$ cat src/rtl/fpba_pkg.sv
// shared types and constants of the fit-policy block allocator
// no dependencies; the rtl files other than fpba_ram use it by scoped names, the testbench imports it
package fpba_pkg;

  // defaults for the top-level parameters
  localparam int unsigned NumBlocksDef = 8;
  localparam int unsigned SizeBitsDef  = 16;

  // fixed field widths of the channels and registers
  localparam int unsigned IdxW    = 3;
  localparam int unsigned ValW    = 16;
  localparam int unsigned PolicyW = 2;
  localparam int unsigned BlocksW = 4;
  localparam int unsigned PaddrW  = 3;
  localparam int unsigned PdataW  = 32;

  localparam logic [BlocksW-1:0] BlocksRst = 4'd8;

  typedef enum logic [PolicyW-1:0] {
    POL_FIRST = 2'd0,
    POL_BEST  = 2'd1,
    POL_WORST = 2'd2
  } policy_e;

  typedef enum logic {
    MODE_LOAD = 1'b0,
    MODE_REQ  = 1'b1
  } mode_e;

  // register index, taken from paddr[2]
  typedef enum logic {
    REG_POLICY = 1'b0,
    REG_BLOCKS = 1'b1
  } reg_idx_e;

  typedef enum logic [1:0] {
    ST_IDLE,
    ST_SCAN,
    ST_WRITE,
    ST_OUT
  } state_e;

  typedef struct packed {
    logic [PolicyW-1:0] policy;
    logic [BlocksW-1:0] blocks_in_use;
  } cfg_t;

endpackage

$ cat src/rtl/fpba_if.sv
// valid/ready channel interfaces for the allocator's request and result streams
// depends on fpba_pkg for the field widths
interface fpba_in_if;
  logic                         valid;
  logic                         ready;
  logic                         mode;
  logic [fpba_pkg::IdxW-1:0]    load_index;
  logic [fpba_pkg::ValW-1:0]    size_value;

  modport source (output valid, mode, load_index, size_value, input ready);
  modport sink   (input valid, mode, load_index, size_value, output ready);
endinterface

interface fpba_out_if;
  logic                         valid;
  logic                         ready;
  logic                         granted;
  logic [fpba_pkg::IdxW-1:0]    chosen_block;
  logic [fpba_pkg::ValW-1:0]    space_left;

  modport source (output valid, granted, chosen_block, space_left, input ready);
  modport sink   (input valid, granted, chosen_block, space_left, output ready);
endinterface

$ cat src/rtl/fpba_ram.sv
// generic single-write, single-read ram with registered read data
// no dependencies
module fpba_ram #(
  parameter int unsigned Width = 16,
  parameter int unsigned Depth = 8,
  localparam int unsigned AddrW = (Depth > 1) ? $clog2(Depth) : 1
) (
  input  logic             clk_i,
  input  logic             we_i,
  input  logic [AddrW-1:0] waddr_i,
  input  logic [Width-1:0] wdata_i,
  input  logic             re_i,
  input  logic [AddrW-1:0] raddr_i,
  output logic [Width-1:0] rdata_o
);

  logic [Width-1:0] mem_q [Depth];
  logic [Width-1:0] rdata_q;

  always_ff @(posedge clk_i) begin
    if (we_i) begin
      mem_q[waddr_i] <= wdata_i;
    end
    if (re_i) begin
      rdata_q <= mem_q[raddr_i];
    end
  end

  assign rdata_o = rdata_q;

endmodule

$ cat src/rtl/fpba_cfg.sv
// apb-style configuration registers: fit policy and number of blocks searched
// depends on fpba_pkg
module fpba_cfg (
  input  logic                          clk_i,
  input  logic                          rst_ni,
  input  logic                          psel,
  input  logic                          penable,
  input  logic                          pwrite,
  input  logic [fpba_pkg::PaddrW-1:0]   paddr,
  input  logic [fpba_pkg::PdataW-1:0]   pwdata,
  output logic [fpba_pkg::PdataW-1:0]   prdata,
  output logic                          pready,
  output fpba_pkg::cfg_t                cfg_o
);

  fpba_pkg::cfg_t cfg_q, cfg_d;
  logic           wr_en;
  logic           reg_sel;

  assign pready  = 1'b1;
  assign wr_en   = psel && penable && pwrite;
  assign reg_sel = paddr[2];

  always_comb begin
    cfg_d = cfg_q;
    if (wr_en) begin
      case (reg_sel)
        fpba_pkg::REG_POLICY: cfg_d.policy        = pwdata[fpba_pkg::PolicyW-1:0];
        fpba_pkg::REG_BLOCKS: cfg_d.blocks_in_use = pwdata[fpba_pkg::BlocksW-1:0];
        default: ;
      endcase
    end
  end

  always_ff @(posedge clk_i or negedge rst_ni) begin
    if (!rst_ni) begin
      cfg_q.policy        <= fpba_pkg::POL_FIRST;
      cfg_q.blocks_in_use <= fpba_pkg::BlocksRst;
    end else begin
      cfg_q <= cfg_d;
    end
  end

  always_comb begin
    case (reg_sel)
      fpba_pkg::REG_POLICY:
        prdata = fpba_pkg::PdataW'(cfg_q.policy);
      fpba_pkg::REG_BLOCKS:
        prdata = fpba_pkg::PdataW'(cfg_q.blocks_in_use);
      default:
        prdata = '0;
    endcase
  end

  assign cfg_o = cfg_q;

endmodule

$ cat src/rtl/fpba_core.sv
// allocation sequencer: free-size table in ram, one shared compare unit that
// walks the table an entry per cycle, write-back of the chosen entry, result register
// depends on fpba_pkg, fpba_if and fpba_ram
module fpba_core #(
  parameter int unsigned NUM_BLOCKS = fpba_pkg::NumBlocksDef,
  parameter int unsigned SIZE_BITS  = fpba_pkg::SizeBitsDef
) (
  input  logic              clk_i,
  input  logic              rst_ni,
  input  fpba_pkg::cfg_t    cfg_i,
  fpba_in_if.sink           in_i,
  fpba_out_if.source        out_o
);

  localparam int unsigned AW = (NUM_BLOCKS > 1) ? $clog2(NUM_BLOCKS) : 1;
  localparam int unsigned CW = $clog2(NUM_BLOCKS + 1);
  localparam int unsigned IW = fpba_pkg::IdxW;
  localparam int unsigned VW = fpba_pkg::ValW;

  fpba_pkg::state_e state_q, state_d;

  logic [SIZE_BITS-1:0]  req_q, req_d;
  logic [SIZE_BITS-1:0]  best_q, best_d;
  logic [AW-1:0]         pick_q, pick_d;
  logic                  found_q, found_d;
  logic [CW-1:0]         lim_q, lim_d;
  logic [CW-1:0]         rd_cnt_q, rd_cnt_d;
  logic                  cmp_vld_q, cmp_vld_d;
  logic [AW-1:0]         cmp_idx_q, cmp_idx_d;
  logic [NUM_BLOCKS-1:0] vld_q, vld_d;

  logic                  out_vld_q, out_vld_d;
  logic                  out_gnt_q, out_gnt_d;
  logic [IW-1:0]         out_blk_q, out_blk_d;
  logic [VW-1:0]         out_left_q, out_left_d;

  logic                  ram_we;
  logic [AW-1:0]         ram_waddr;
  logic [SIZE_BITS-1:0]  ram_wdata;
  logic                  ram_re;
  logic [SIZE_BITS-1:0]  ram_rdata;

  logic                  in_acc;
  logic [SIZE_BITS+VW-1:0] size_ext;
  logic [SIZE_BITS-1:0]  size_m;
  logic [AW+IW-1:0]      lidx_ext;
  logic                  lidx_ok;
  logic [CW-1:0]         lim_new;
  logic [SIZE_BITS-1:0]  entry;
  logic                  fits;
  logic                  better;
  logic [SIZE_BITS-1:0]  remain;
  logic [AW+IW-1:0]      pick_ext;
  logic [SIZE_BITS+VW-1:0] left_ext;

  assign in_i.ready = (state_q == fpba_pkg::ST_IDLE);
  assign in_acc     = in_i.valid && in_i.ready;

  assign size_ext = (SIZE_BITS + VW)'(in_i.size_value);
  assign size_m   = size_ext[SIZE_BITS-1:0];
  assign lidx_ext = (AW + IW)'(in_i.load_index);
  assign lidx_ok  = (32'(in_i.load_index) < NUM_BLOCKS);
  assign lim_new  = (32'(cfg_i.blocks_in_use) > NUM_BLOCKS) ? CW'(NUM_BLOCKS)
                                                            : CW'(cfg_i.blocks_in_use);

  // entries never loaded read as zero
  assign entry = vld_q[cmp_idx_q] ? ram_rdata : '0;

  // shared compare unit
  assign fits = (entry >= req_q);
  always_comb begin
    if (!found_q) begin
      better = 1'b1;
    end else begin
      case (cfg_i.policy)
        fpba_pkg::POL_BEST:  better = (entry < best_q);
        fpba_pkg::POL_WORST: better = (entry > best_q);
        default:             better = 1'b0;
      endcase
    end
  end

  assign remain   = best_q - req_q;
  assign pick_ext = (AW + IW)'(pick_q);
  assign left_ext = (SIZE_BITS + VW)'(best_q);

  always_comb begin
    state_d    = state_q;
    req_d      = req_q;
    best_d     = best_q;
    pick_d     = pick_q;
    found_d    = found_q;
    lim_d      = lim_q;
    rd_cnt_d   = rd_cnt_q;
    cmp_vld_d  = 1'b0;
    cmp_idx_d  = cmp_idx_q;
    vld_d      = vld_q;
    out_vld_d  = out_vld_q;
    out_gnt_d  = out_gnt_q;
    out_blk_d  = out_blk_q;
    out_left_d = out_left_q;
    ram_we     = 1'b0;
    ram_waddr  = pick_q;
    ram_wdata  = remain;
    ram_re     = 1'b0;

    if (out_vld_q && out_o.ready) begin
      out_vld_d = 1'b0;
    end

    case (state_q)
      fpba_pkg::ST_IDLE: begin
        if (in_acc) begin
          if (in_i.mode == fpba_pkg::MODE_LOAD) begin
            if (lidx_ok) begin
              ram_we                    = 1'b1;
              ram_waddr                 = lidx_ext[AW-1:0];
              ram_wdata                 = size_m;
              vld_d[lidx_ext[AW-1:0]]   = 1'b1;
            end
          end else begin
            req_d    = size_m;
            lim_d    = lim_new;
            rd_cnt_d = '0;
            found_d  = 1'b0;
            best_d   = '0;
            pick_d   = '0;
            state_d  = fpba_pkg::ST_SCAN;
          end
        end
      end
      fpba_pkg::ST_SCAN: begin
        // read of entry rd_cnt overlaps the compare of the previous entry
        if (rd_cnt_q < lim_q) begin
          ram_re    = 1'b1;
          rd_cnt_d  = rd_cnt_q + 1'b1;
          cmp_vld_d = 1'b1;
          cmp_idx_d = rd_cnt_q[AW-1:0];
        end
        if (cmp_vld_q && fits && better) begin
          found_d = 1'b1;
          pick_d  = cmp_idx_q;
          best_d  = entry;
        end
        if (rd_cnt_q == lim_q && !cmp_vld_q) begin
          state_d = found_q ? fpba_pkg::ST_WRITE : fpba_pkg::ST_OUT;
        end
      end
      fpba_pkg::ST_WRITE: begin
        ram_we          = 1'b1;
        vld_d[pick_q]   = 1'b1;
        best_d          = remain;
        state_d         = fpba_pkg::ST_OUT;
      end
      fpba_pkg::ST_OUT: begin
        if (!out_vld_q || out_o.ready) begin
          out_vld_d  = 1'b1;
          out_gnt_d  = found_q;
          out_blk_d  = found_q ? pick_ext[IW-1:0] : '0;
          out_left_d = found_q ? left_ext[VW-1:0] : '0;
          state_d    = fpba_pkg::ST_IDLE;
        end
      end
      default: state_d = fpba_pkg::ST_IDLE;
    endcase
  end

  always_ff @(posedge clk_i or negedge rst_ni) begin
    if (!rst_ni) begin
      state_q   <= fpba_pkg::ST_IDLE;
      found_q   <= 1'b0;
      rd_cnt_q  <= '0;
      cmp_vld_q <= 1'b0;
      vld_q     <= '0;
      out_vld_q <= 1'b0;
    end else begin
      state_q   <= state_d;
      found_q   <= found_d;
      rd_cnt_q  <= rd_cnt_d;
      cmp_vld_q <= cmp_vld_d;
      vld_q     <= vld_d;
      out_vld_q <= out_vld_d;
    end
  end

  always_ff @(posedge clk_i) begin
    req_q      <= req_d;
    best_q     <= best_d;
    pick_q     <= pick_d;
    lim_q      <= lim_d;
    cmp_idx_q  <= cmp_idx_d;
    out_gnt_q  <= out_gnt_d;
    out_blk_q  <= out_blk_d;
    out_left_q <= out_left_d;
  end

  fpba_ram #(
    .Width (SIZE_BITS),
    .Depth (NUM_BLOCKS)
  ) u_table (
    .clk_i   (clk_i),
    .we_i    (ram_we),
    .waddr_i (ram_waddr),
    .wdata_i (ram_wdata),
    .re_i    (ram_re),
    .raddr_i (rd_cnt_q[AW-1:0]),
    .rdata_o (ram_rdata)
  );

  assign out_o.valid        = out_vld_q;
  assign out_o.granted      = out_gnt_q;
  assign out_o.chosen_block = out_blk_q;
  assign out_o.space_left   = out_left_q;

endmodule

$ cat src/rtl/fit_policy_block_allocator_top.sv
// top level of the fit-policy block allocator: config registers and sequencer
// depends on fpba_pkg, fpba_if, fpba_cfg, fpba_core (and fpba_ram below it)
//
// usage
//   in_i carries items: mode 0 loads size_value into table entry load_index,
//   mode 1 requests size_value from the table. out_o carries one result per
//   request (granted, chosen_block, space_left); loads give none.
//   policy (paddr 0) picks first, best or worst fit; blocks_in_use (paddr 4)
//   sets how many entries, lowest first, a request searches.
// sequence
//   a load does not make the block busy: in_i.ready stays high.
//   a request is handled in steps: a scan of the searched entries (the table
//   read, one compare per entry, a step to settle the pick), then, if granted,
//   a write-back of the chosen entry, then the load of the result register,
//   which waits while the output register still holds an unread result.
//   in_i.ready is low meanwhile, so the block takes no new item before the
//   result of the last request is in the result register.
// reset and stall
//   reset clears every table entry to zero through per-entry valid bits and
//   sets policy to first fit and blocks_in_use to 8. A result waits in the
//   output register while out_o.ready is low; the next item is accepted
//   meanwhile, and a further result holds back until the register frees.
module fit_policy_block_allocator_top #(
  parameter int unsigned NUM_BLOCKS = fpba_pkg::NumBlocksDef,
  parameter int unsigned SIZE_BITS  = fpba_pkg::SizeBitsDef
) (
  input  logic                          clk_i,
  input  logic                          rst_ni,
  fpba_in_if.sink                       in_i,
  fpba_out_if.source                    out_o,
  input  logic                          psel,
  input  logic                          penable,
  input  logic                          pwrite,
  input  logic [fpba_pkg::PaddrW-1:0]   paddr,
  input  logic [fpba_pkg::PdataW-1:0]   pwdata,
  output logic [fpba_pkg::PdataW-1:0]   prdata,
  output logic                          pready
);

  fpba_pkg::cfg_t cfg;

  fpba_cfg u_cfg (
    .clk_i   (clk_i),
    .rst_ni  (rst_ni),
    .psel    (psel),
    .penable (penable),
    .pwrite  (pwrite),
    .paddr   (paddr),
    .pwdata  (pwdata),
    .prdata  (prdata),
    .pready  (pready),
    .cfg_o   (cfg)
  );

  fpba_core #(
    .NUM_BLOCKS (NUM_BLOCKS),
    .SIZE_BITS  (SIZE_BITS)
  ) u_core (
    .clk_i  (clk_i),
    .rst_ni (rst_ni),
    .cfg_i  (cfg),
    .in_i   (in_i),
    .out_o  (out_o)
  );

  // a request makes the block busy in the next cycle
  a_req_busy: assert property (@(posedge clk_i) disable iff (!rst_ni)
    in_i.valid && in_i.ready && (in_i.mode == fpba_pkg::MODE_REQ) |=> !in_i.ready)
    else $error("request accepted but block still ready");

  // a load never makes the block busy
  a_load_ready: assert property (@(posedge clk_i) disable iff (!rst_ni)
    in_i.valid && in_i.ready && (in_i.mode == fpba_pkg::MODE_LOAD) |=> in_i.ready)
    else $error("load transaction stalled the input");

  // a new result only appears at the end of a request
  a_out_after_busy: assert property (@(posedge clk_i) disable iff (!rst_ni)
    $rose(out_o.valid) |-> $past(!in_i.ready))
    else $error("result without a request in progress");

  // a refused request reports zero index and size
  a_refused_zero: assert property (@(posedge clk_i) disable iff (!rst_ni)
    out_o.valid && !out_o.granted |-> (out_o.chosen_block == '0) && (out_o.space_left == '0))
    else $error("refused request with nonzero fields");

endmodule

$ cat src/flat_wrapper.sv
// flat-port wrapper written by rule: the top's interface ports become plain ports
module fit_policy_block_allocator_top_flat 
#(
  parameter int unsigned NUM_BLOCKS = fpba_pkg::NumBlocksDef,
  parameter int unsigned SIZE_BITS  = fpba_pkg::SizeBitsDef
)
  (clk_i, rst_ni, psel, penable, pwrite, paddr, pwdata, prdata, pready, in_i_valid, in_i_mode, in_i_load_index, in_i_size_value, in_i_ready, out_o_valid, out_o_granted, out_o_chosen_block, out_o_space_left, out_o_ready);
  fpba_in_if in_i_i ();
  fpba_out_if out_o_i ();
  input  logic clk_i;
  input  logic rst_ni;
  input  logic psel;
  input  logic penable;
  input  logic pwrite;
  input  logic [fpba_pkg::PaddrW-1:0] paddr;
  input  logic [fpba_pkg::PdataW-1:0] pwdata;
  output logic [fpba_pkg::PdataW-1:0] prdata;
  output logic pready;
  input wire logic [$bits(in_i_i.valid)-1:0] in_i_valid;
  input wire logic [$bits(in_i_i.mode)-1:0] in_i_mode;
  input wire logic [$bits(in_i_i.load_index)-1:0] in_i_load_index;
  input wire logic [$bits(in_i_i.size_value)-1:0] in_i_size_value;
  output wire logic [$bits(in_i_i.ready)-1:0] in_i_ready;
  output wire logic [$bits(out_o_i.valid)-1:0] out_o_valid;
  output wire logic [$bits(out_o_i.granted)-1:0] out_o_granted;
  output wire logic [$bits(out_o_i.chosen_block)-1:0] out_o_chosen_block;
  output wire logic [$bits(out_o_i.space_left)-1:0] out_o_space_left;
  input wire logic [$bits(out_o_i.ready)-1:0] out_o_ready;
  assign in_i_i.valid = in_i_valid;
  assign in_i_i.mode = in_i_mode;
  assign in_i_i.load_index = in_i_load_index;
  assign in_i_i.size_value = in_i_size_value;
  assign in_i_ready = in_i_i.ready;
  assign out_o_valid = out_o_i.valid;
  assign out_o_granted = out_o_i.granted;
  assign out_o_chosen_block = out_o_i.chosen_block;
  assign out_o_space_left = out_o_i.space_left;
  assign out_o_i.ready = out_o_ready;
  fit_policy_block_allocator_top #(.NUM_BLOCKS(NUM_BLOCKS), .SIZE_BITS(SIZE_BITS)) u_core (.clk_i(clk_i), .rst_ni(rst_ni), .in_i(in_i_i), .out_o(out_o_i), .psel(psel), .penable(penable), .pwrite(pwrite), .paddr(paddr), .pwdata(pwdata), .prdata(prdata), .pready(pready));
endmodule
$ cat config.mk
export PLATFORM = sky130hd
export DESIGN_NAME = fit_policy_block_allocator_top_flat
export DESIGN_NICKNAME = d
export VERILOG_FILES = /design/src/rtl/fpba_pkg.sv /design/src/rtl/fpba_if.sv /design/src/rtl/fpba_ram.sv /design/src/rtl/fpba_cfg.sv /design/src/rtl/fpba_core.sv /design/src/rtl/fit_policy_block_allocator_top.sv /design/src/flat_wrapper.sv
export SDC_FILE = /design/constraint.sdc
export NUM_CORES = 1
export LEC_CHECK = 0
export BUFFER_PORTS_ARGS = -buffer_cell sky130_fd_sc_hd__buf_2
export CAP_MARGIN = 30
export CORE_AREA = 2 2 152 154
export CTS_CLUSTER_SIZE = 10
export DETAILED_ROUTE_END_ITERATION = 10
export DIE_AREA = 0 0 154 156
export GPL_TIMING_DRIVEN = 0
export PLACE_DENSITY = 0.81
export SLEW_MARGIN = 25
export SYNTH_ARGS = -nofsm -noshare
export SYNTH_HDL_FRONTEND = slang
export SYNTH_SLANG_ARGS = --single-unit
$ cat constraint.sdc
create_clock -name clk_i -period 6 [get_ports clk_i]
set_input_delay 0.6 -clock clk_i [delete_from_list [all_inputs] [get_ports clk_i]]
set_output_delay 0.6 -clock clk_i [all_outputs]
set_load 0.02 [all_outputs]
# Yosys cells after proc, flatten, opt, wreduce, memory -nomap -nowiden
# Memories as Yosys holds them, arrays and structs flattened. A register that Yosys moved wholly into a read port is not among the register bits.
# Cells that the tools add are included.
# classes
n_addsub,2
n_mul,0
div_mod_pow,0
order_cmp,10
eq_ne,13
shifts,0
mux,51
n_bitwise,3
n_reduce_logical,26
# ops
op,count
$mux W16,7
$pmux W32 S2,1
$pmux W16 S3,1
$mux W3,6
$mux W1,17
$ge A16 B16 Y1,1
$gt A16 B16 Y1,1
$lt A16 B16 Y1,1
$mux W8,2
$or A8 B8 Y8,2
$pmux W8 S2,1
$reduce_and A4 Y1,4
$sub A16 B16 Y16,1
$lt A3 B4 Y1 const B,3
$mux W4,3
$ne A2 B2 Y1 const B,6
$logic_and A1 B1 Y1,9
$mux W2,4
$pmux W2 S4,1
$pmux W4 S2,1
$reduce_and A2 Y1,4
$demux W1 S3,2
$eq A2 B2 Y1 const B,3
$ge A3 B1 Y1 const B,2
other kinds (16),22
# totals
reg_bits,85
latchBits,0
ram_bits,128
mem_bits_ro,0
input_bits,62
output_inout_bits,55
word_cells,122
memories,1
# mem_list
name,words,width,read_ports,rd_ports_with_merged_regs,wr,line,text
u_core.u_core.u_table.mem_q,8,16,1,1,1,fpba_ram.sv:17,logic [Width-1:0] mem_q [Depth];

# Longest topological paths before layout
# depth
word_depth,9
ltp_mapped,13
mapped_depth_nobuf,11

# Hierarchy
# A second synthesis with hierarchy kept.
# unflattened
hier_cells,790
hier_area_um2,11225.8
# by_module_without_submodules
mod,instances,cells_per_inst,area_per_inst_um2,seq_area_each_um2
fpba_ram,1,214,5454.0,4324.1
fpba_core,1,527,5268.8,2287.2
fpba_cfg,1,49,503.0,151.4

# Worst setup path after synthesis
# OpenSTA, ideal clock, no wires.
# synth_path
kind,reg-to-reg
start,register u_core.u_core.cmp_idx_q[1]
end,register u_core.u_core.best_q[0] (enable)
setup_ps,406
arrival_time_ps,4059
t_required_ps,5594
setup_slack_ps,1535
stages_incl_launch_ff,14
n_path_buf,2
synth_period_minus_slack_ps,4465
path_cell_list,edfxtp_1 mux4_1 mux2_4 buf_6 buf_1 and2_1 ha_1 nand2b_1 a21oi_1 a2111oi_0 a21oi_1 nor3_1 a311oi_1 a2111oi_2
# synth_between
elab_chain_len,9
word_cells_on_any_way,12
cone_classes,order compare: 3; eq/ne: 1; mux: 5; reduce/logical: 3
# synth_rtl
item,line,text
from (decl),fpba_core.sv:29,"logic [AW-1:0] cmp_idx_q, cmp_idx_d;"
from (signal assigned),fpba_core.sv:191,cmp_idx_q <= cmp_idx_d;
$bmux W1 S3 *,fpba_core.sv:67,assign entry = vld_q[cmp_idx_q] ? ram_rdata : '0;
$mux W1 (implied by the code) *,fpba_core.sv:67,
$mux W16 *,fpba_core.sv:67,
$gt A16 B16 Y1 or $lt A16 B16 Y1 (tied branches),"fpba_core.sv:77, fpba_core.sv:76",
$pmux W1 S2,fpba_core.sv:75,case (cfg_i.policy)
$mux W1,fpba_core.sv:72,if (!found_q) begin
$logic_and A1 B1 Y1 *,fpba_core.sv:140,if (cmp_vld_q && fits && better) begin
$ne A2 B2 Y1 (no line) *,--,
$reduce_and A4 Y1 (no line) *,--,
to (signal assigned),fpba_core.sv:188,best_q <= best_d;
to (decl),fpba_core.sv:23,"logic [SIZE_BITS-1:0] best_q, best_d;"
# Every way passes the cells marked *; elsewhere a longest branch is shown, timed or not. The select of a mux whose other input is x is not followed.
# A chain may end at the register's enable or synchronous reset.

# Worst setup path in the final report
# layout_path
start,register u_core.u_core.cmp_idx_q[1]
end,register u_core.u_core.best_q[6] (enable)
# The elaborated chain is that of the path after synthesis.

==> qor.yml <==
synthesis:
  yosysSeqAreaShare_pct: 61.0
  synth_compound_area_share_pct: 7.76
  synthFlopType: "edfxtp_1"
  netlist_area_mm2: 0.0111
  ys_types: 57
  synth_xor_area_share_pct: 0.948
  synth_top_family_by_area: "multiplexers"
  yosys_register_bits: 229
  muxShareOfSynthArea_pct: 9.75
  synthAdderAreaFrac_pct: 6.50
  ys_async_sr_fraction_pct: 10.0
  synth_cells: 806
  synthSimpleGateAreaFrac_pct: 9.32
  syn_avg_cell_area_um2: 13.8
  ys_warn_count: 0
  synth_edf_count: 206
clock_network:
  post_cts_buffers: 0
  numCtsBuffers: 27
  cts_root_buf: "clkbuf_16"
  cts_sinks: 229
  cts_tree: "yes"
  cts_resized: 0
  clk_path_buf_depth: 3
  clk_latency_ns: 0.53
  htreeDepth: 1
  ctsHoldBuffers: 0
  cts.clk_slew.worst_paths_ns: 0.06
sta:
  hold_viol: 0
  hold_slack_ns: 0.0543
  timing.setup.tns_ns: 0
  max_slew_margin_pct: 38.6
  final.period_utilization_pct: 79.3
  rsz0062_at_grt: "false"
  max_freq_mhz: 210
  worst_slack_ns: 1.24
  worstMarginPinSlew_ns: 0.921
  finalCriticalPeriod_ns: 4.76
  maxSlewViolCount: 0
  setup_viol: 0
  fin_skew_ns: 0.0125
critical_path:
  crit_required_ns: 6.29
  slowest_delay_ns: 0.59
  cp_slowest_cell: "a311oi_1"
  crit_fanout: 10
  reg2reg_slack_ns: 1.24
  r2r_cells: 15
  cp_top_family: "compound AO/OA/AOI/OAI gates"
  start_kind: "flop"
  worstPathCellList: "mux4_1, mux2_4, buf_6, buf_1, and2_1, ha_1, nand2b_1, a21oi_1, a2111oi_0, a21oi_1, o311a_1, a311oi_1, a2111oi_4, buf_4, buf_6"
  critPathCaptureType: "flop"
  reg2reg_from: "u_core.u_core.cmp_idx_q[1]$_DFFE_PP_"
  crit_buf_inv: 4
  crit_type: "flop to flop"
  worstReg2RegEnd: "u_core.u_core.best_q[6]$_DFFE_PP_"
  arrival_ns: 5.05
pwr:
  power.internal_mw: 4.55
  leakage_nw: 4.91
  p_sw_mw: 2.73
  total_power_mw: 7.27
  power_frac_seq_pct: 37.7
  power_frac_clock_pct: 19.3
  ir_worst_vdd_v: 0.000214
  p_comb_share_pct: 43.0
  p_per_area_mw_per_mm2: 568
  power.share.switching_pct: 37.5
placed_design:
  dp_hpwl_mm: 18.2
  place_ws_ns: 1.30
  numPortBuffers: 54
  dpl.cell_count: 1190
  gp_congestion: 0.904
global_route:
  antenna_found_initial: 0
  overflow: 0
  track_usage_pct: 21.0
  grt_max_degree: 24
  grt_pass1_wl_mm: 38.9
  grt_pass1_vias: 7111
cells_and_area:
  final_cells: 1232
  mostFrequentLayoutCells: "206 x edfxtp_1, 65 x buf_2, 59 x nand2_1, 56 x ha_1, 48 x inv_1"
  num_antenna_cells: 0
  multi_input_area_mm2: 0.00400
  fill_cells: 1710
  layout_commonest_cell: "edfxtp_1"
  seqCellArea_mm2: 0.00676
  drive_gt1_share_pct: 22.3
  area_growth_pct: 15.4
  nets: 1055
floorplan:
  die_x_um: 154
  dieArea_mm2: 0.0240
  pin_count: 117
  rows: 55
  initial_utilization_pct: 49.6
  die_y_um: 156
  core_mm2: 0.0224
detailed_routing:
  wire_per_inst_um: 20.3
  first_pass_iters: 5
  drc: 0
  vias: 6989
  drt_iter0_drc: 521
  wl_mm: 25.0
  vias_per_cell: 5.67
  antenna_left: 0
worst_hold_path:
  hold_class: "input pin to asynchronous set/reset pin"
job:
  max_cap_violations: 0
outcome:
  status: "finished, final reports clean"
==> layout make-up <==
class,count,area share [%]
plain buffers,58,2.62
inverters,49,1.44
clock buffers,36,5.54
repair buffers,74,3.29
multi-input cells,497,31.3
clock inverters,4,0.205
well taps,285,2.79
flip-flops and latches,229,52.8
==> synthesized netlist by cell type (all sizes together) (2+ instances only) <==
master,instances,area [um2]
a2111oi,2,23.8
a211oi,6,45.0
a21boi,2,15.0
a21o,8,60.1
a21oi,28,140
a22o,3,26.3
a22oi,10,75.1
a311oi,2,17.5
a31oi,6,37.5
a32oi,2,17.5
and2,27,169
and3,5,31.3
buf,36,253
clkbuf,22,82.6
conb,2,7.51
dfrtp,22,551
edfxtp,206,6190
ha,56,701
inv,48,180
mux2,27,308
mux4,34,773
nand2,59,221
nand2b,9,56.3
nand3,16,80.1
nand4,10,62.6
nand4b,2,17.5
nor2,41,154
nor2b,23,144
nor3,9,45.0
o211a,2,20.0
o211ai,3,22.5
o21a,3,22.5
o21ai,27,135
o21bai,8,60.1
o31ai,8,60.1
o41ai,4,35.0
or2,5,31.3
xnor2,8,70.1
xor2,4,35.0
==> metrics by stage <==
| stage | util [%] | area, um2 |
|---|---|---|
| 2_1_floorplan | - | 11200 |
| 3_3_place_gp | 52.8 | 11800 |
| 3_5_place_dp | 53.8 | 12000 |
| 4_1_cts | 57.1 | 12800 |
| 5_1_grt | 57.2 | 12800 |
| 6_report | 57.2 | 12800 |
==> logic make-up after synthesis <==
family                     after synthesis
and+or+nand+nor                        209
xor gates and xnor gates                12
adders and majority gates               57
muxes                                   61
AOI/OAI and AO/OA                      129
DFF                                    229
other                                    2
buffers and inverters                  107
==> power by group through the flow <==
| stage | sequential, mW | clock, mW | combinational [mW] |
|---|---|---|---|
| after floorplan | 2.76 | 0 | 2.07 |
| after global placement | 2.76 | 0 | 2.87 |
| after detailed placement | 2.76 | 0 | 3.04 |
| after CTS | 2.74 | 1.43 | 3.08 |
| after global routing | 2.78 | 1.48 | 3.42 |
| final | 2.74 | 1.40 | 3.13 |
==> worst max path at each step <==
stage | depth (start not counted) | endpoint | startpoint
floorplan | 13 | u_core.u_core.best_q[0]$_DFFE_PP_ | u_core.u_core.cmp_idx_q[1]$_DFFE_PP_
CTS | 15 | u_core.u_core.best_q[9]$_DFFE_PP_ | u_core.u_core.cmp_idx_q[1]$_DFFE_PP_
global placement | 13 | u_core.u_core.best_q[9]$_DFFE_PP_ | u_core.u_core.cmp_idx_q[1]$_DFFE_PP_
detailed placement | 15 | u_core.u_core.best_q[9]$_DFFE_PP_ | u_core.u_core.cmp_idx_q[1]$_DFFE_PP_
finish | 15 | u_core.u_core.best_q[6]$_DFFE_PP_ | u_core.u_core.cmp_idx_q[1]$_DFFE_PP_
global route | 15 | u_core.u_core.best_q[6]$_DFFE_PP_ | u_core.u_core.cmp_idx_q[1]$_DFFE_PP_
==> sequential cells by signal, indices dropped and copies added, names as in the netlist, 2 cells and up <==
| name | flops |
|---|---|
| u_core.u_core.req_q | 16 |
| u_core.u_cfg.cfg_o | 6 |
| u_core.u_core.u_table.mem_q | 128 |
| u_core.u_core.lim_q | 4 |
| u_core.u_core.u_table.rdata_o | 16 |
| u_core.u_core.cmp_idx_q | 3 |
| u_core.u_core.rd_cnt_q | 4 |
| u_core.u_core.state_q | 2 |
| u_core.u_core.out_o.chosen_block | 3 |
| u_core.u_core.pick_q | 3 |
| u_core.u_core.vld_q | 8 |
| u_core.u_core.out_o.space_left | 16 |
| u_core.u_core.best_q | 16 |
==> per-layer routing <==
layer	GRT usage, %	part of all wire, %	wire length [um]
met3	2.94	6.1	1510
met2	37.1	50	12600
met1	26.8	41	10200
met5	0	0	0
met4	7.08	2.7	669
(Power assumes the default switching activity.)
